==> config.mk <==
export PLATFORM = sky130hd
export DESIGN_NAME = block_peak_rms_meter_unit_flat
export DESIGN_NICKNAME = d
export VERILOG_FILES = /design/src/rtl/bprm_pkg.sv /design/src/rtl/bprm_if.sv /design/src/rtl/bprm_accum.sv /design/src/rtl/bprm_root_unit.sv /design/src/rtl/block_peak_rms_meter_unit.sv /design/src/flat_wrapper.sv
export SDC_FILE = /design/constraint.sdc
export NUM_CORES = 1
export LEC_CHECK = 0
export BUFFER_PORTS_ARGS = -buffer_cell sky130_fd_sc_hd__buf_2
export CORE_AREA = 2 2 191 193
export DETAILED_ROUTE_END_ITERATION = 6
export DIE_AREA = 0 0 193 195
export GPL_ROUTABILITY_DRIVEN = 0
export GPL_TIMING_DRIVEN = 0
export PLACE_DENSITY = 0.82
export SETUP_SLACK_MARGIN = 0.05
export SYNTH_ARGS = -nofsm -noshare
export SYNTH_HDL_FRONTEND = slang
export SYNTH_SLANG_ARGS = --single-unit
==> constraint.sdc <==
create_clock -name clk -period 13.7 [get_ports clk]
set_input_delay 2.74 -clock clk [delete_from_list [all_inputs] [get_ports clk]]
set_output_delay 2.74 -clock clk [all_outputs]
set_load 0.01 [all_outputs]
==> src/rtl/bprm_pkg.sv <==
`timescale 1ns / 1ps
`default_nettype none
// ----------------------------------------------------------------------------
// Block peak / RMS meter package
// Widths, window limit and the control and status records shared between the
// sequencer, the accumulator and the root unit.
// ----------------------------------------------------------------------------
package bprm_pkg;

  localparam int SAMPLE_BITS = 16;
  localparam int MAX_WINDOW  = 4096;
  localparam int COUNT_W     = $clog2(MAX_WINDOW + 1);
  localparam int PROD_W      = 2 * SAMPLE_BITS;
  localparam int SUM_W       = PROD_W + $clog2(MAX_WINDOW) - 1;
  localparam int MEAN_W      = 32;
  localparam int ROOT_W      = MEAN_W / 2;
  localparam int SUB_W       = ROOT_W + 4;
  localparam int STEP_W      = 6;
  localparam int DIV_STEPS   = SUM_W;
  localparam int SQRT_STEPS  = ROOT_W;

  localparam logic [COUNT_W-1:0] WINDOW_LIMIT = COUNT_W'(MAX_WINDOW);

  typedef struct packed {
    logic load;
    logic square;
    logic add;
    logic clear;
  } acc_ctrl_t;

  typedef struct packed {
    logic [SUM_W-1:0]       square_sum;
    logic [COUNT_W-1:0]     sample_count;
    logic [SAMPLE_BITS-1:0] peak_so_far;
    logic                   overflow_seen;
  } acc_stat_t;

  typedef struct packed {
    logic busy;
    logic done;
  } root_stat_t;

endpackage

`default_nettype wire

==> src/rtl/bprm_if.sv <==
`timescale 1ns / 1ps
`default_nettype none
// ----------------------------------------------------------------------------
// Block peak / RMS meter channels
// Valid/ready channels for audio samples and for window results.
// ----------------------------------------------------------------------------
interface bprm_sample_if;
  import bprm_pkg::*;

  logic                          valid;
  logic                          ready;
  logic signed [SAMPLE_BITS-1:0] sample;
  logic                          last;

  modport source (output valid, output sample, output last, input ready);
  modport sink (input valid, input sample, input last, output ready);
endinterface

interface bprm_result_if;
  import bprm_pkg::*;

  logic                   valid;
  logic                   ready;
  logic [SAMPLE_BITS-1:0] peak_magnitude;
  logic [ROOT_W-1:0]      rms_level;
  logic                   window_overflow;

  modport source (output valid, output peak_magnitude, output rms_level,
                  output window_overflow, input ready);
  modport sink (input valid, input peak_magnitude, input rms_level,
                input window_overflow, output ready);
endinterface

`default_nettype wire

==> src/rtl/bprm_accum.sv <==
`timescale 1ns / 1ps
`default_nettype none
// ----------------------------------------------------------------------------
// Block peak / RMS meter accumulator
// Holds the window state: sum of squares, sample count, peak magnitude and
// the overflow flag. Squaring and summing run in two separate steps.
// ----------------------------------------------------------------------------
module bprm_accum
  import bprm_pkg::*;
(
  input  wire logic                          clk,
  input  wire logic                          rst,
  input  wire acc_ctrl_t                     ctrl,
  input  wire logic signed [SAMPLE_BITS-1:0] sample,
  output acc_stat_t                          stat
);

  logic [SAMPLE_BITS-1:0] mag;
  logic [SAMPLE_BITS-1:0] mag_reg;
  logic                   take;
  logic [PROD_W-1:0]      product;
  logic [SUM_W-1:0]       square_sum;
  logic [COUNT_W-1:0]     sample_count;
  logic [SAMPLE_BITS-1:0] peak_so_far;
  logic                   overflow_seen;
  logic                   room;

  always_comb begin
    mag  = sample[SAMPLE_BITS-1] ? SAMPLE_BITS'(-sample) : SAMPLE_BITS'(sample);
    room = (sample_count < WINDOW_LIMIT);
  end

  always_ff @(posedge clk) begin
    if (ctrl.load) begin
      mag_reg <= mag;
    end
    if (ctrl.square) begin
      product <= take ? PROD_W'(mag_reg) * PROD_W'(mag_reg) : '0;
    end
  end

  always_ff @(posedge clk) begin
    if (rst || ctrl.clear) begin
      square_sum    <= '0;
      sample_count  <= '0;
      peak_so_far   <= '0;
      overflow_seen <= 1'b0;
      take          <= 1'b0;
    end else begin
      if (ctrl.load) begin
        take <= room;
        if (room) begin
          sample_count <= sample_count + COUNT_W'(1);
          if (mag > peak_so_far) begin
            peak_so_far <= mag;
          end
        end else begin
          overflow_seen <= 1'b1;
        end
      end
      if (ctrl.add) begin
        square_sum <= square_sum + SUM_W'(product);
      end
    end
  end

  always_comb begin
    stat.square_sum    = square_sum;
    stat.sample_count  = sample_count;
    stat.peak_so_far   = peak_so_far;
    stat.overflow_seen = overflow_seen;
  end

endmodule

`default_nettype wire

==> src/rtl/bprm_root_unit.sv <==
`timescale 1ns / 1ps
`default_nettype none
// ----------------------------------------------------------------------------
// Block peak / RMS meter root unit
// Restoring division of the square sum by the count, then a digit-by-digit
// square root of the mean, both on one shared compare-and-subtract unit.
// ----------------------------------------------------------------------------
module bprm_root_unit
  import bprm_pkg::*;
(
  input  wire logic               clk,
  input  wire logic               rst,
  input  wire logic               start,
  input  wire logic               take,
  input  wire logic [SUM_W-1:0]   dividend,
  input  wire logic [COUNT_W-1:0] divisor,
  output root_stat_t              stat,
  output logic [ROOT_W-1:0]       root
);

  typedef enum logic [3:0] {
    R_IDLE = 4'b0001,
    R_DIV  = 4'b0010,
    R_SQRT = 4'b0100,
    R_DONE = 4'b1000
  } rstate_t;

  rstate_t             state;
  logic [STEP_W-1:0]   step;
  logic [SUM_W-1:0]    quo;
  logic [COUNT_W-1:0]  den;
  logic [COUNT_W-1:0]  rem_div;
  logic [MEAN_W-1:0]   sq_val;
  logic [ROOT_W:0]     sq_rem;
  logic [SUB_W-1:0]    sub_a;
  logic [SUB_W-1:0]    sub_b;
  logic [SUB_W:0]      diff;
  logic                ge;
  logic [SUM_W-1:0]    quo_next;

  always_comb begin
    if (state == R_SQRT) begin
      sub_a = SUB_W'({sq_rem, sq_val[MEAN_W-1 -: 2]});
      sub_b = SUB_W'({root, 2'b01});
    end else begin
      sub_a = SUB_W'({rem_div, quo[SUM_W-1]});
      sub_b = SUB_W'(den);
    end
    diff     = {1'b0, sub_a} - {1'b0, sub_b};
    ge       = !diff[SUB_W];
    quo_next = {quo[SUM_W-2:0], ge};
  end

  always_ff @(posedge clk) begin
    if (rst) begin
      state <= R_IDLE;
      step  <= '0;
    end else begin
      unique case (state)
        R_IDLE: begin
          if (start) begin
            state <= R_DIV;
            step  <= '0;
          end
        end
        R_DIV: begin
          if (step == STEP_W'(DIV_STEPS - 1)) begin
            state <= R_SQRT;
            step  <= '0;
          end else begin
            step <= step + STEP_W'(1);
          end
        end
        R_SQRT: begin
          if (step == STEP_W'(SQRT_STEPS - 1)) begin
            state <= R_DONE;
            step  <= '0;
          end else begin
            step <= step + STEP_W'(1);
          end
        end
        R_DONE: begin
          if (take) begin
            state <= R_IDLE;
          end
        end
        default: begin
          state <= R_IDLE;
        end
      endcase
    end
  end

  always_ff @(posedge clk) begin
    unique case (state)
      R_IDLE: begin
        quo     <= dividend;
        den     <= divisor;
        rem_div <= '0;
      end
      R_DIV: begin
        quo     <= quo_next;
        rem_div <= ge ? diff[COUNT_W-1:0] : sub_a[COUNT_W-1:0];
        sq_val  <= quo_next[MEAN_W-1:0];
        sq_rem  <= '0;
        root    <= '0;
      end
      R_SQRT: begin
        sq_val <= {sq_val[MEAN_W-3:0], 2'b00};
        sq_rem <= ge ? diff[ROOT_W:0] : sub_a[ROOT_W:0];
        root   <= {root[ROOT_W-2:0], ge};
      end
      R_DONE: begin
      end
      default: begin
      end
    endcase
  end

  always_comb begin
    stat.busy = (state != R_IDLE);
    stat.done = (state == R_DONE);
  end

endmodule

`default_nettype wire

==> src/rtl/block_peak_rms_meter_unit.sv <==
`timescale 1ns / 1ps
`default_nettype none
// A sample without the last flag passes the square and accumulate states
// before the next sample is accepted; after a last sample the sequencer
// starts the root unit and clears the window state, 43 division steps and 16
// square root steps follow, and the next sample waits until the result loads
// into the output register, which happens once the output is free. Reset
// clears the window state, the sequencers and the output valid flag.
// ----------------------------------------------------------------------------
// Block peak / RMS meter
// Accumulates a window of audio samples and reports its peak and RMS level.
// ----------------------------------------------------------------------------
module block_peak_rms_meter_unit
  import bprm_pkg::*;
(
  input  wire logic     clk,
  input  wire logic     rst,
  bprm_sample_if.sink   audio,
  bprm_result_if.source level
);

  typedef enum logic [4:0] {
    S_IDLE   = 5'b00001,
    S_SQUARE = 5'b00010,
    S_ACCUM  = 5'b00100,
    S_START  = 5'b01000,
    S_WAIT   = 5'b10000
  } state_t;

  state_t                 state;
  logic                   last_reg;
  acc_ctrl_t              acc_ctrl;
  acc_stat_t              acc_stat;
  root_stat_t             root_stat;
  logic [ROOT_W-1:0]      root;
  logic                   root_take;
  logic [SAMPLE_BITS-1:0] peak_hold;
  logic                   ovf_hold;
  logic                   out_valid;
  logic                   out_free;
  logic                   in_xfer;

  always_comb begin
    in_xfer         = audio.valid && audio.ready;
    out_free        = !out_valid || level.ready;
    root_take       = (state == S_WAIT) && root_stat.done && out_free;
    acc_ctrl.load   = in_xfer;
    acc_ctrl.square = (state == S_SQUARE);
    acc_ctrl.add    = (state == S_ACCUM);
    acc_ctrl.clear  = (state == S_START);
  end

  assign audio.ready = (state == S_IDLE);

  bprm_accum u_accum (
    .clk    (clk),
    .rst    (rst),
    .ctrl   (acc_ctrl),
    .sample (audio.sample),
    .stat   (acc_stat)
  );

  bprm_root_unit u_root (
    .clk      (clk),
    .rst      (rst),
    .start    (state == S_START),
    .take     (root_take),
    .dividend (acc_stat.square_sum),
    .divisor  (acc_stat.sample_count),
    .stat     (root_stat),
    .root     (root)
  );

  always_ff @(posedge clk) begin
    if (rst) begin
      state <= S_IDLE;
    end else begin
      unique case (state)
        S_IDLE: begin
          if (in_xfer) begin
            state <= S_SQUARE;
          end
        end
        S_SQUARE: begin
          state <= S_ACCUM;
        end
        S_ACCUM: begin
          state <= last_reg ? S_START : S_IDLE;
        end
        S_START: begin
          state <= S_WAIT;
        end
        S_WAIT: begin
          if (root_take) begin
            state <= S_IDLE;
          end
        end
        default: begin
          state <= S_IDLE;
        end
      endcase
    end
  end

  always_ff @(posedge clk) begin
    if (in_xfer) begin
      last_reg <= audio.last;
    end
    if (state == S_START) begin
      peak_hold <= acc_stat.peak_so_far;
      ovf_hold  <= acc_stat.overflow_seen;
    end
    if (root_take) begin
      level.peak_magnitude  <= peak_hold;
      level.rms_level       <= root;
      level.window_overflow <= ovf_hold;
    end
  end

  always_ff @(posedge clk) begin
    if (rst) begin
      out_valid <= 1'b0;
    end else if (root_take) begin
      out_valid <= 1'b1;
    end else if (level.ready) begin
      out_valid <= 1'b0;
    end
  end

  assign level.valid = out_valid;

  a_start_idle: assert property (@(posedge clk) disable iff (rst)
    (state == S_START) |-> !root_stat.busy)
    else $error("Root unit started while still busy.");

  a_clear_after_start: assert property (@(posedge clk) disable iff (rst)
    (state == S_START) |=> (acc_stat.sample_count == '0 && acc_stat.square_sum == '0))
    else $error("Window state not cleared after the window closed.");

  a_count_limit: assert property (@(posedge clk) disable iff (rst)
    acc_stat.sample_count <= WINDOW_LIMIT)
    else $error("Sample count exceeds the window limit.");

  a_result_from_root: assert property (@(posedge clk) disable iff (rst)
    root_take |-> (state == S_WAIT && root_stat.done))
    else $error("Result loaded without a finished root.");

endmodule

`default_nettype wire
==> src/flat_wrapper.sv <==
// flat-port wrapper written by rule: the top's interface ports become plain ports
module block_peak_rms_meter_unit_flat import bprm_pkg::*;
  (clk, rst, audio_valid, audio_sample, audio_last, audio_ready, level_valid, level_peak_magnitude, level_rms_level, level_window_overflow, level_ready);
  bprm_sample_if audio_i ();
  bprm_result_if level_i ();
  input  wire logic clk;
  input  wire logic rst;
  input wire logic [$bits(audio_i.valid)-1:0] audio_valid;
  input wire logic [$bits(audio_i.sample)-1:0] audio_sample;
  input wire logic [$bits(audio_i.last)-1:0] audio_last;
  output wire logic [$bits(audio_i.ready)-1:0] audio_ready;
  output wire logic [$bits(level_i.valid)-1:0] level_valid;
  output wire logic [$bits(level_i.peak_magnitude)-1:0] level_peak_magnitude;
  output wire logic [$bits(level_i.rms_level)-1:0] level_rms_level;
  output wire logic [$bits(level_i.window_overflow)-1:0] level_window_overflow;
  input wire logic [$bits(level_i.ready)-1:0] level_ready;
  assign audio_i.valid = audio_valid;
  assign audio_i.sample = audio_sample;
  assign audio_i.last = audio_last;
  assign audio_ready = audio_i.ready;
  assign level_valid = level_i.valid;
  assign level_peak_magnitude = level_i.peak_magnitude;
  assign level_rms_level = level_i.rms_level;
  assign level_window_overflow = level_i.window_overflow;
  assign level_i.ready = level_ready;
  block_peak_rms_meter_unit u_core (.clk(clk), .rst(rst), .audio(audio_i), .level(level_i));
endmodule
==> results.md, run 1 <==
* Synth Cell Area at between 20000 and 25000 um^2
* Vias per inst at ~5.8
* Post-route setup TNS at 0 ps
* Ys Warns at 0
* Asr flop ratio synth at 0%
* Yosys top cell area share at roughly 31%
* HPWL Detailed at approximately 39000 um
* Worst ir drop on vdd at 335 uV
* Most frequent cell after synthesis: nand2_1
* Worst Path Required at ~14000 ps
* Syn Inst Count at between 2k and 2.5k
* Initial antenna violation count at 0
* Fillers at 2485
* Setup bufs post-CTS at 0
* Initial drt markers at roughly 1.3k
* Gr usage total at between 20% and 30%
* Net load switching power at 2.77 mW
* Pre-CTS setup slack at ~6400 ps
* Worst Path Arrival at about 7800 ps
* Post-Route WL at approximately 52000 um
* Clock Power Share at about 16%
* Ports at 56
* Startpoint types: flop
* Headroom to the max-slew limit at a little under a third
* Routed Antenna Nets at 0
* Wire length per cell at around 18 um
* Period utilization at about 54%
* Syn Nets at 2708
* Worst slew pin tran at about 1000 ps
* Endpoints failing setup at 0
* Unrepaired setup endpoints after global routing: no
* Nets at about 2.8k
* Seq/Total Area, Yosys at around two fifths
* Layout cell share with drive strength beyond 1 at under 10%
* Die area at 37600 um^2
* TritonCTS Buffers at 34
* First-pass GRT wire length at 86100 um
* Final Max Slew Viols at 0
* Top_reg_cell synth: edfxtp_1
* Clk root buf: clkbuf_16
* CTS Buffer Depth at 3
* Area used by multi-input combinational logic at between 10000 and 15000 um^2
* Final Skew at just under 30 ps
* Largest net degree at the start of global routing at 68
* Buffers added on ports at between 50 and 60
* Die Wd at 193 um
* Crit path kind: flop to flop
* Avg Cell Area, Syn at a little under 10 um^2
* Via count at between 15k and 20k
* Synth-to-Final Area Change at 9.30%
* Final worst path period need at 7440 ps
* Initial DRT Pass Iterations at 5
* Rows at 69
* Comb pwr share at around 66%
* Later-pin clock latency in the skew report at between 500 and 600 ps
* Yosys cell types at 80
* Number of inserted diodes at 0
* #FFs+latches synth at around 320
* Pwr per Cell Area at between 200 and 250 nW/um^2
* Flop pwr share at a little under a fifth
* Leading registers by flop count: u_core.u_accum.square_sum (43), u_core.u_root.quo (43), u_core.u_root.sq_val (32)
* CORE AREA at between 30000 and 40000 um^2
* Cell taking the most area after synthesis: edfxtp_1
* P_leak at between 10 and 15 nW
* Die H at approximately 200 um
* FMAX at ~130 MHz
* Global route overflow at 0
* Synth top area cells: edfxtp_1 31%, fa_1 15%, ha_1 9.5%
* Post-CTS Resized at 0
* Internal at between 3 and 4 mW
* Initial Util at between 60% and 70%
* Reg2Reg Setup Slack at 6260 ps
* Max_cap viols at 0
* FF/Latch Area at 8770 um^2
* Hold WC Path Type: flop to flop
* Top cells by count, synth: 472 x nand2_1, 286 x inv_1, 232 x edfxtp_1
* CTS Hold Buffers Added at 0
* Total power at 6.16 mW
* CTS tree: built
* CP endpoint kind: flop
* Clock-pin slew on the worst setup and hold paths at 60 ps
* H-tree level count at 2
* Min setup slack post-route at between 6000 and 7000 ps
* Switching portion of total power at 45.1%
* Clk sinks at between 300 and 400
* Post-synth EDFFs at between 200 and 250
* CP max FO at 10
* Outcome: finished clean
* DR DRC count at 0
* Vias in the first global route at around 18k
* Final hold vios at 0
-- power groups by stage --
stage,clock [mW],sequential [mW],combinational (mW)
2_1_floorplan,0,1.13,3.19
3_3_place_gp,0,1.14,3.84
3_5_place_dp,0,1.14,3.97
4_1_cts,0.978,1.12,4.01
5_1_grt,1.01,1.12,4.58
6_report,0.971,1.12,4.06
-- layout make-up --
type                       instances  area share, %
buffer                            83           1.49
clock inverter                    13          0.694
multi-input combinational       1658           50.5
clock buffer                      49           4.11
tap                              461           2.32
sequential                       322           35.3
timing repair buffer              58           1.30
inverter                         287           4.33
-- critical path, cell delays in order (launching register included) --
cell      delay, ps
edfxtp_1        480
clkbuf_1        480
clkbuf_1        480
nand2_1         180
fa_1            630
inv_1            70
fa_1            460
fa_1            520
fa_1            520
fa_1            550
inv_1            60
fa_1            520
inv_1            40
ha_1            370
nand2_1         120
nand2_1          50
a21o_1          170
a211oi_1        230
o31ai_1         170
a31oi_1         440
o21ai_1         190
o31ai_1         280
mux2i_1         230
-- placed cells by master, fill, tap and decap left out, drive strengths merged, types with 6 or more instances in the layout --
master / n
nor3: 16
edfxtp: 232
o21bai: 7
fa: 165
clkbuf: 112
and4: 6
or3: 15
xnor2: 65
or2: 6
nand2: 472
o21ai: 63
nand3: 32
and2: 56
o31ai: 8
a21oi: 135
mux2i: 22
a211oi: 11
and3: 37
nor2: 153
xor2: 38
ha: 172
nand2b: 14
dfxtp: 90
nor2b: 17
inv: 289
a31oi: 14
nand4: 13
o21a: 14
buf: 77
a21o: 40
-- per-layer routing --
metal	vias to the layer above	global-route usage [%]	routed length (um)	share of wire, %
li1	7997	-	-	-
met3	168	3.94	3280	6.3
met4	0	12.9	2210	4.3
met1	8150	35.5	20600	40
met2	656	49.8	25900	50
met5	-	0	0	0
-- logic make-up after synthesis --
kind of cell    Yosys count  synth area share (%)
buf+inv                 370                  6.37
mux                      23                  1.02
compound gates          340                  9.34
flops                   322                  38.5
fa+ha+maj               337                  24.0
xor+xnor                103                  3.97
simple gates            855                  16.8
-- per-stage QoR --
| stage | cells | utilization, % | cell area, um^2 | hold WS, ps |
|---|---|---|---|---|
| detailed placement | 2869 | 66.9 | 23700 | 405 |
| global route | 2931 | 70.2 | 24900 | 421 |
| global placement | 2865 | 66.7 | 23600 | 406 |
| floorplan | 2350 | - | 22700 | 400 |
| finish | 2931 | 70.2 | 24900 | 415 |
| CTS | 2931 | 70.2 | 24900 | 417 |
-- path summary, 6_finish.rpt --
path / start / end / depth (start not counted)
max: u_core.u_accum.mag_reg[4]$_DFFE_PP_ / u_core.u_accum.product[29]$_SDFFCE_PN0P_ / 22
min: u_core.peak_hold[14]$_DFFE_PP_ / u_core.level.peak_magnitude[14]$_DFFE_PP_ / 0
max reg2reg: u_core.u_accum.mag_reg[4]$_DFFE_PP_ / u_core.u_accum.product[29]$_SDFFCE_PN0P_ / 22
min reg2reg: u_core.peak_hold[14]$_DFFE_PP_ / u_core.level.peak_magnitude[14]$_DFFE_PP_ / 0
(Power assumes the default switching activity.)
==> inputs of run 2 (changes only) <==
ABC_AREA = 1   (was default)
CORE_AREA = 2 2 198 200   (was 2 2 191 193)
DIE_AREA = 0 0 200 202   (was 0 0 193 195)
PLACE_DENSITY = 0.83   (was 0.82)
clock period = 7.5 ns   (was 13.7 ns; I/O delays follow)
==> results.md, run 2 <==
* Period utilization at 90.0%
* Ports at 56
* Die area at roughly 40000 um^2
* Endpoints failing setup at 0
* Gr usage total at roughly a third
* TritonCTS Buffers at 34
* Commonest non-fill, non-tap cell in the layout: nand2_1
* Ys Warns at 0
* Headroom to the max-slew limit at around 44%
* Most frequent cells in the layout: 832 x nand2_1, 635 x inv_1, 233 x nor2_1
* Vias per inst at between 5 and 6
* Buffers added on ports at 55
* Final worst path period need at just under 7000 ps
* Worst path slowest cell: fa_1
* Post-CTS Resized at 0
* Leading registers by flop count: u_core.u_accum.square_sum (43), u_core.u_root.quo (43), u_core.u_root.sq_val (32)
* Seq/Total Area, Yosys at a little over a third
* CP endpoint kind: flop
* HPWL Detailed at 48300 um
* WHS at approximately 420 ps
* Post-route setup TNS at 0 ps
* Yosys top cell area share at between 20 and 30%
* Clk root buf: clkbuf_16
* H-tree level count at 2
* Global route overflow at 0
* Clock-pin slew on the worst setup and hold paths at about 60 ps
* Number of inserted diodes at 0
* Final Max Slew Viols at 0
* Initial Util at ~64%
* Post-Route WL at 61100 um
* Rows at roughly 70
* CTS Buffer Depth at 3
* Avg Cell Area, Syn at around 8 um^2
* Buffers and inverters on the worst path at 6
* CP max FO at 10
* Syn Inst Count at 3080
* Top_reg_cell synth: edfxtp_1
* DR DRC count at 21
* Largest net degree at the start of global routing at 45
* Syn Nets at approximately 3.4k
* Crit path kind: flop to flop
* Most frequent cell after synthesis: nand2_1
* Routed Antenna Nets at 0
* Worst path cell trace: clkbuf_1, clkbuf_1, nand2_1, fa_1, inv_1, fa_1, fa_1, fa_1, fa_1, inv_1, fa_1, inv_1, ha_1, nand2_1, nor2_1, inv_1, nor2_1, nand4_1, nand3_1, o21ai_0, a21oi_1
* CTS Hold Buffers Added at 0
* Vias in the first global route at 20.7k
* CORE AREA at 38300 um^2
* Yosys cell types at 46
* Final Skew at ~22 ps
* Unrepaired setup endpoints after global routing: no
* Via count at 20.7k
* Nets at around 3.5k
* Setup bufs post-CTS at 0
* Wire length per cell at between 15 and 20 um
* Max_cap viols at 0
* FMAX at roughly 150 MHz
* Asr flop ratio synth at 0%
* Top cells by count, synth: 833 x nand2_1, 637 x inv_1, 233 x nor2_1
* Synth Cell Area at between 20000 and 25000 um^2
* Crit-path leading delay family: adder cells
* Synth-to-Final Area Change at 8.58%
* #FFs+latches synth at ~320
* Worst slew pin tran at ~840 ps
* First-pass GRT wire length at between 100000 and 150000 um
* Most frequent CP cell: fa_1
* Initial DRT Pass Iterations at 7
* Layout cell share with drive strength beyond 1 at 5.09%
* Post-synth EDFFs at ~230
* Die H at between 200 and 250 um
* CP max stage delay at 580 ps
* Die Wd at about 200 um
* Synth top area cells: edfxtp_1 28%, fa_1 13%, nand2_1 13%
* Initial antenna violation count at 0
* Startpoint types: flop
* Final hold vios at 0
* Initial drt markers at around 1.7k
* Worst Path Required at just under 8000 ps
* CTS tree: built
* Cell taking the most area after synthesis: edfxtp_1
* Violated checks: DRC
* Outcome: complete, but fails checks
* Clk sinks at 322
* Later-pin clock latency in the skew report at roughly 540 ps
* Worst Path Arrival at just over 7000 ps
* Hold WC Path Type: flop to flop
run 2: changes by cell type in the layout (fill, tap and decap cells not counted), sizes merged, moves of 55 or more:
cell / before / now
nand2: 472 / 838
inv: 289 / 640
nand3: 32 / 131
nor2: 153 / 241
o21ai: 63 / 133
and2: 56 / 1
run 2: cells by family (layout without fill, tap and decap cells):
family	count (synthesis)	in the layout	share of synthesized area, %
AOI/OAI and AO/OA	342	342	7.35
muxes	1	1	0.0458
adders and majority gates	337	337	22.2
and+or+nand+nor	1307	1307	21.8
xor gates and xnor gates	49	49	1.74
buffers and inverters	722	846	11.2
DFF	322	322	35.6
run 2: final cells by class:
| class | instances | area (um^2) |
|---|---|---|
| clock inverters | 15 | 123 |
| clock buffers | 47 | 951 |
| multi-input cells | 2036 | 13100 |
| fillers | 2911 | 11600 |
| well taps | 518 | 648 |
| inverters | 640 | 2400 |
| repair buffers | 62 | 377 |
| plain buffers | 82 | 352 |
| flip-flops and latches | 322 | 8770 |
run 2: through the flow:
stage	setup WS [ps]	instance area, um^2	std cells	util [%]
after floorplan	1900	24600	3080	-
after global placement	994	25500	3653	66.7
after detailed placement	933	25600	3659	66.9
after CTS	946	26700	3721	69.7
after global routing	463	26700	3722	69.8
final	750	26700	3722	69.8
run 2: worst paths after layout:
kind	from	endpoint	slack [ps]	depth (start not counted)
setup reg to reg	u_core.u_accum.mag_reg[4]$_DFFE_PP_	u_core.u_accum.product[21]$_SDFFCE_PN0P_	750	21
hold / removal	u_core.peak_hold[2]$_DFFE_PP_	u_core.level.peak_magnitude[2]$_DFFE_PP_	420	0
setup / recovery	u_core.u_accum.mag_reg[4]$_DFFE_PP_	u_core.u_accum.product[21]$_SDFFCE_PN0P_	750	21
hold reg to reg	u_core.peak_hold[2]$_DFFE_PP_	u_core.level.peak_magnitude[2]$_DFFE_PP_	420	0
run 2: layer usage:
layer / global-route usage, % / part of all wire [%] / vias to the layer above
li1: - / - / 9840
met1: 41.0 / 40 / 9654
met2: 52.8 / 48 / 948
met3: 3.75 / 8.2 / 215
met4: 14.4 / 4.6 / 0
met5: 0 / 0 / -
Power of run 2 is left out: the tool's default activity adds up to more than one toggle a clock period on the data nets, which glitch-free logic cannot reach.
==> inputs of run 3 (changes only) <==
ABC_AREA = default   (was 1)
CORE_AREA = 2 2 192 194   (was 2 2 198 200)
DIE_AREA = 0 0 194 196   (was 0 0 200 202)
PLACE_DENSITY = 0.82   (was 0.83)
SETUP_SLACK_MARGIN = 0.02   (was 0.05)
==> results.md, run 3 (synthesis results as in run 1) <==
* CORE AREA at about 36000 um^2
* Final hold vios at 0
* CP max stage delay at 560 ps
* Later-pin clock latency in the skew report at 550 ps
* Wire length per cell at 17.6 um
* DR DRC count at 0
* Headroom to the max-slew limit at between 30 and 40%
* Clk sinks at between 300 and 400
* FMAX at between 100 and 150 MHz
* Internal at slightly above 6 mW
* Worst path depth at 23
* Post-route setup TNS at 0 ps
* CTS tree: built
* Via count at about 17k
* Endpoints failing setup at 0
* Flop pwr share at 18.3%
* Switching portion of total power at a little under half
* Clock-pin slew on the worst setup and hold paths at 60 ps
* Die area at between 30000 and 40000 um^2
* HPWL Detailed at slightly below 40000 um
* Cell area after layout at between 20000 and 25000 um^2
* Startpoint types: flop
* Worst ir drop on vdd at about 600 uV
* Ports at 56
* CTS Hold Buffers Added at 0
* Reg2Reg Setup Slack at 410 ps
* Die Wd at approximately 190 um
* Hold WC Path Type: flop to flop
* Most frequent cells in the layout: 470 x nand2_1, 286 x inv_1, 232 x edfxtp_1
* Buffers added on ports at between 50 and 60
* Die H at 196 um
* FF-to-FF path depth at 23
* Post-Route WL at 51800 um
* Worst slew pin tran at a little over 1000 ps
* Final Non-Filler Cells at 2938
* Buffers and inverters on the worst path at 6
* Outcome: finished clean
* Post-DP Area at approximately 24000 um^2
* Critical path capture point: u_core.u_accum.product[28]$_SDFFCE_PN0P_
* Vias in the first global route at 17.4k
* CP endpoint kind: flop
* H-tree level count at 2
* CP max FO at 10
* Net load switching power at ~5.1 mW
* Worst path slowest cell: fa_1
* Fillers at roughly 2.6k
* Clk root buf: clkbuf_16
* Number of inserted diodes at 0
* Nets at 2802
* Placed insts at ~2.9k
* P_leak at ~11 nW
* Synth-to-Final Area Change at 9.30%
* Worst path cell trace: clkbuf_1, inv_1, nor2_1, inv_1, fa_1, fa_1, inv_1, ha_1, fa_1, fa_1, inv_1, fa_1, inv_1, ha_1, a21o_1, a211oi_1, and3_1, a21oi_1, a31oi_1, nor3b_1, a21oi_1, xnor2_1, nor2_1
* Max_cap viols at 0
* Global route overflow at 0
* Final Skew at between 30 and 40 ps
* Hold depth at 0
* Gr usage total at a little over a quarter
* Setup bufs post-CTS at 0
* Critical path launch point: u_core.u_accum.mag_reg[0]$_DFFE_PP_
* First-pass GRT wire length at 84800 um
* Largest net degree at the start of global routing at 68
* Worst Path Arrival at about 7400 ps
* Crit path kind: flop to flop
* Unrepaired setup endpoints after global routing: no
* Worst Path Required at 7780 ps
* Pwr per Cell Area at 452 nW/um^2
* Rows at 70
* Layout cell share with drive strength beyond 1 at under 10%
* FF/Latch Area at between 8000 and 9000 um^2
* Period utilization at between 90% and 100%
* Initial Util at between 60% and 70%
* Crit-path leading delay family: adder cells
* Final worst path period need at around 7100 ps
* TritonCTS Buffers at 35
* Area used by multi-input combinational logic at between 10000 and 15000 um^2
* Vias per inst at around 5.7
* Leading registers by flop count: u_core.u_accum.square_sum (43), u_core.u_root.quo (43), u_core.u_root.sq_val (32)
* Comb pwr share at about two thirds
* Initial drt markers at approximately 1.4k
* Final Max Slew Viols at 0
* CTS Buffer Depth at 3
* Initial DRT Pass Iterations at 5
* Routed Antenna Nets at 0
* Commonest non-fill, non-tap cell in the layout: nand2_1
* R2r endpoint: u_core.u_accum.product[28]$_SDFFCE_PN0P_
* Reg-to-reg critical path startpoint: u_core.u_accum.mag_reg[0]$_DFFE_PP_
* Clock Power Share at 15.6%
* Initial antenna violation count at 0
run 3: cell count changes in the layout (fill, tap and decap cells not counted), moves of 25 or more:
cell and delta:
nand2_1 -362, inv_1 -349, nand3_1 -96, nor2_1 -80, o21ai_0 -60, and2_1 +55, xnor2_1 +49, a21oi_1 -39
and3_1 +32, a21o_1 +31, nor3_1 -25
run 3: timing repair:
item	CTS	global route
hold endpoints to repair	0	0
endpoints found under the setup margin	0	8
gates resized for setup	0	17
run 3: stage by stage:
stage | hold WS, ps | total power [mW] | util (%) | setup slack [ps]
after floorplan | 400 | 7.89 | - | 1170
after global placement | 405 | 9.08 | 65.4 | 250
after detailed placement | 405 | 9.33 | 65.6 | 114
after CTS | 414 | 11.1 | 68.9 | 112
after global routing | 424 | 12.3 | 68.9 | 48.0
final | 416 | 11.2 | 68.9 | 407
run 3: cell type report:
cell class	instances	area share, %
multi-input cells	1658	50.5
inverters	287	4.33
clock buffers	43	3.85
well taps	468	2.36
plain buffers	82	1.52
clock inverters	20	0.861
flip-flops and latches	322	35.3
repair buffers	58	1.30
run 3: worst register-to-register path, stage by stage (launching register included):
cell,delay [ps]
edfxtp_1,390
clkbuf_1,480
inv_1,320
nor2_1,260
inv_1,110
fa_1,460
fa_1,560
inv_1,50
ha_1,310
fa_1,520
fa_1,550
inv_1,50
fa_1,530
inv_1,50
ha_1,370
a21o_1,200
a211oi_1,320
and3_1,210
a21oi_1,110
a31oi_1,290
nor3b_1,320
a21oi_1,130
xnor2_1,170
nor2_1,50
run 3: per-layer routing:
| layer | GRT usage (%) | part of all wire (%) | vias up |
|---|---|---|---|
| met5 | 0 | 0 | - |
| met4 | 13.6 | 4.8 | 0 |
| met3 | 3.39 | 5.2 | 175 |
| met2 | 48.4 | 50 | 587 |
| met1 | 33.6 | 40 | 8090 |
| li1 | - | - | 8010 |
run 3: worst min path at each step:
stage	from	endpoint	slack, ps
final	u_core.peak_hold[14]$_DFFE_PP_	u_core.level.peak_magnitude[14]$_DFFE_PP_	420
after detailed placement	u_core.peak_hold[1]$_DFFE_PP_	u_core.level.peak_magnitude[1]$_DFFE_PP_	400
after CTS	u_core.peak_hold[1]$_DFFE_PP_	u_core.level.peak_magnitude[1]$_DFFE_PP_	410
after floorplan	u_core.peak_hold[0]$_DFFE_PP_	u_core.level.peak_magnitude[0]$_DFFE_PP_	400
after global routing	u_core.peak_hold[11]$_DFFE_PP_	u_core.level.peak_magnitude[11]$_DFFE_PP_	420
after global placement	u_core.peak_hold[9]$_DFFE_PP_	u_core.level.peak_magnitude[9]$_DFFE_PP_	410
run 3: power by group through the flow:
stage | Sequential (mW) | Clock [mW] | Combinational (mW)
after floorplan | 2.07 | 0 | 5.83
after global placement | 2.09 | 0 | 6.99
after detailed placement | 2.09 | 0 | 7.25
after CTS | 2.05 | 1.77 | 7.31
after global routing | 2.05 | 1.83 | 8.43
final | 2.05 | 1.75 | 7.42
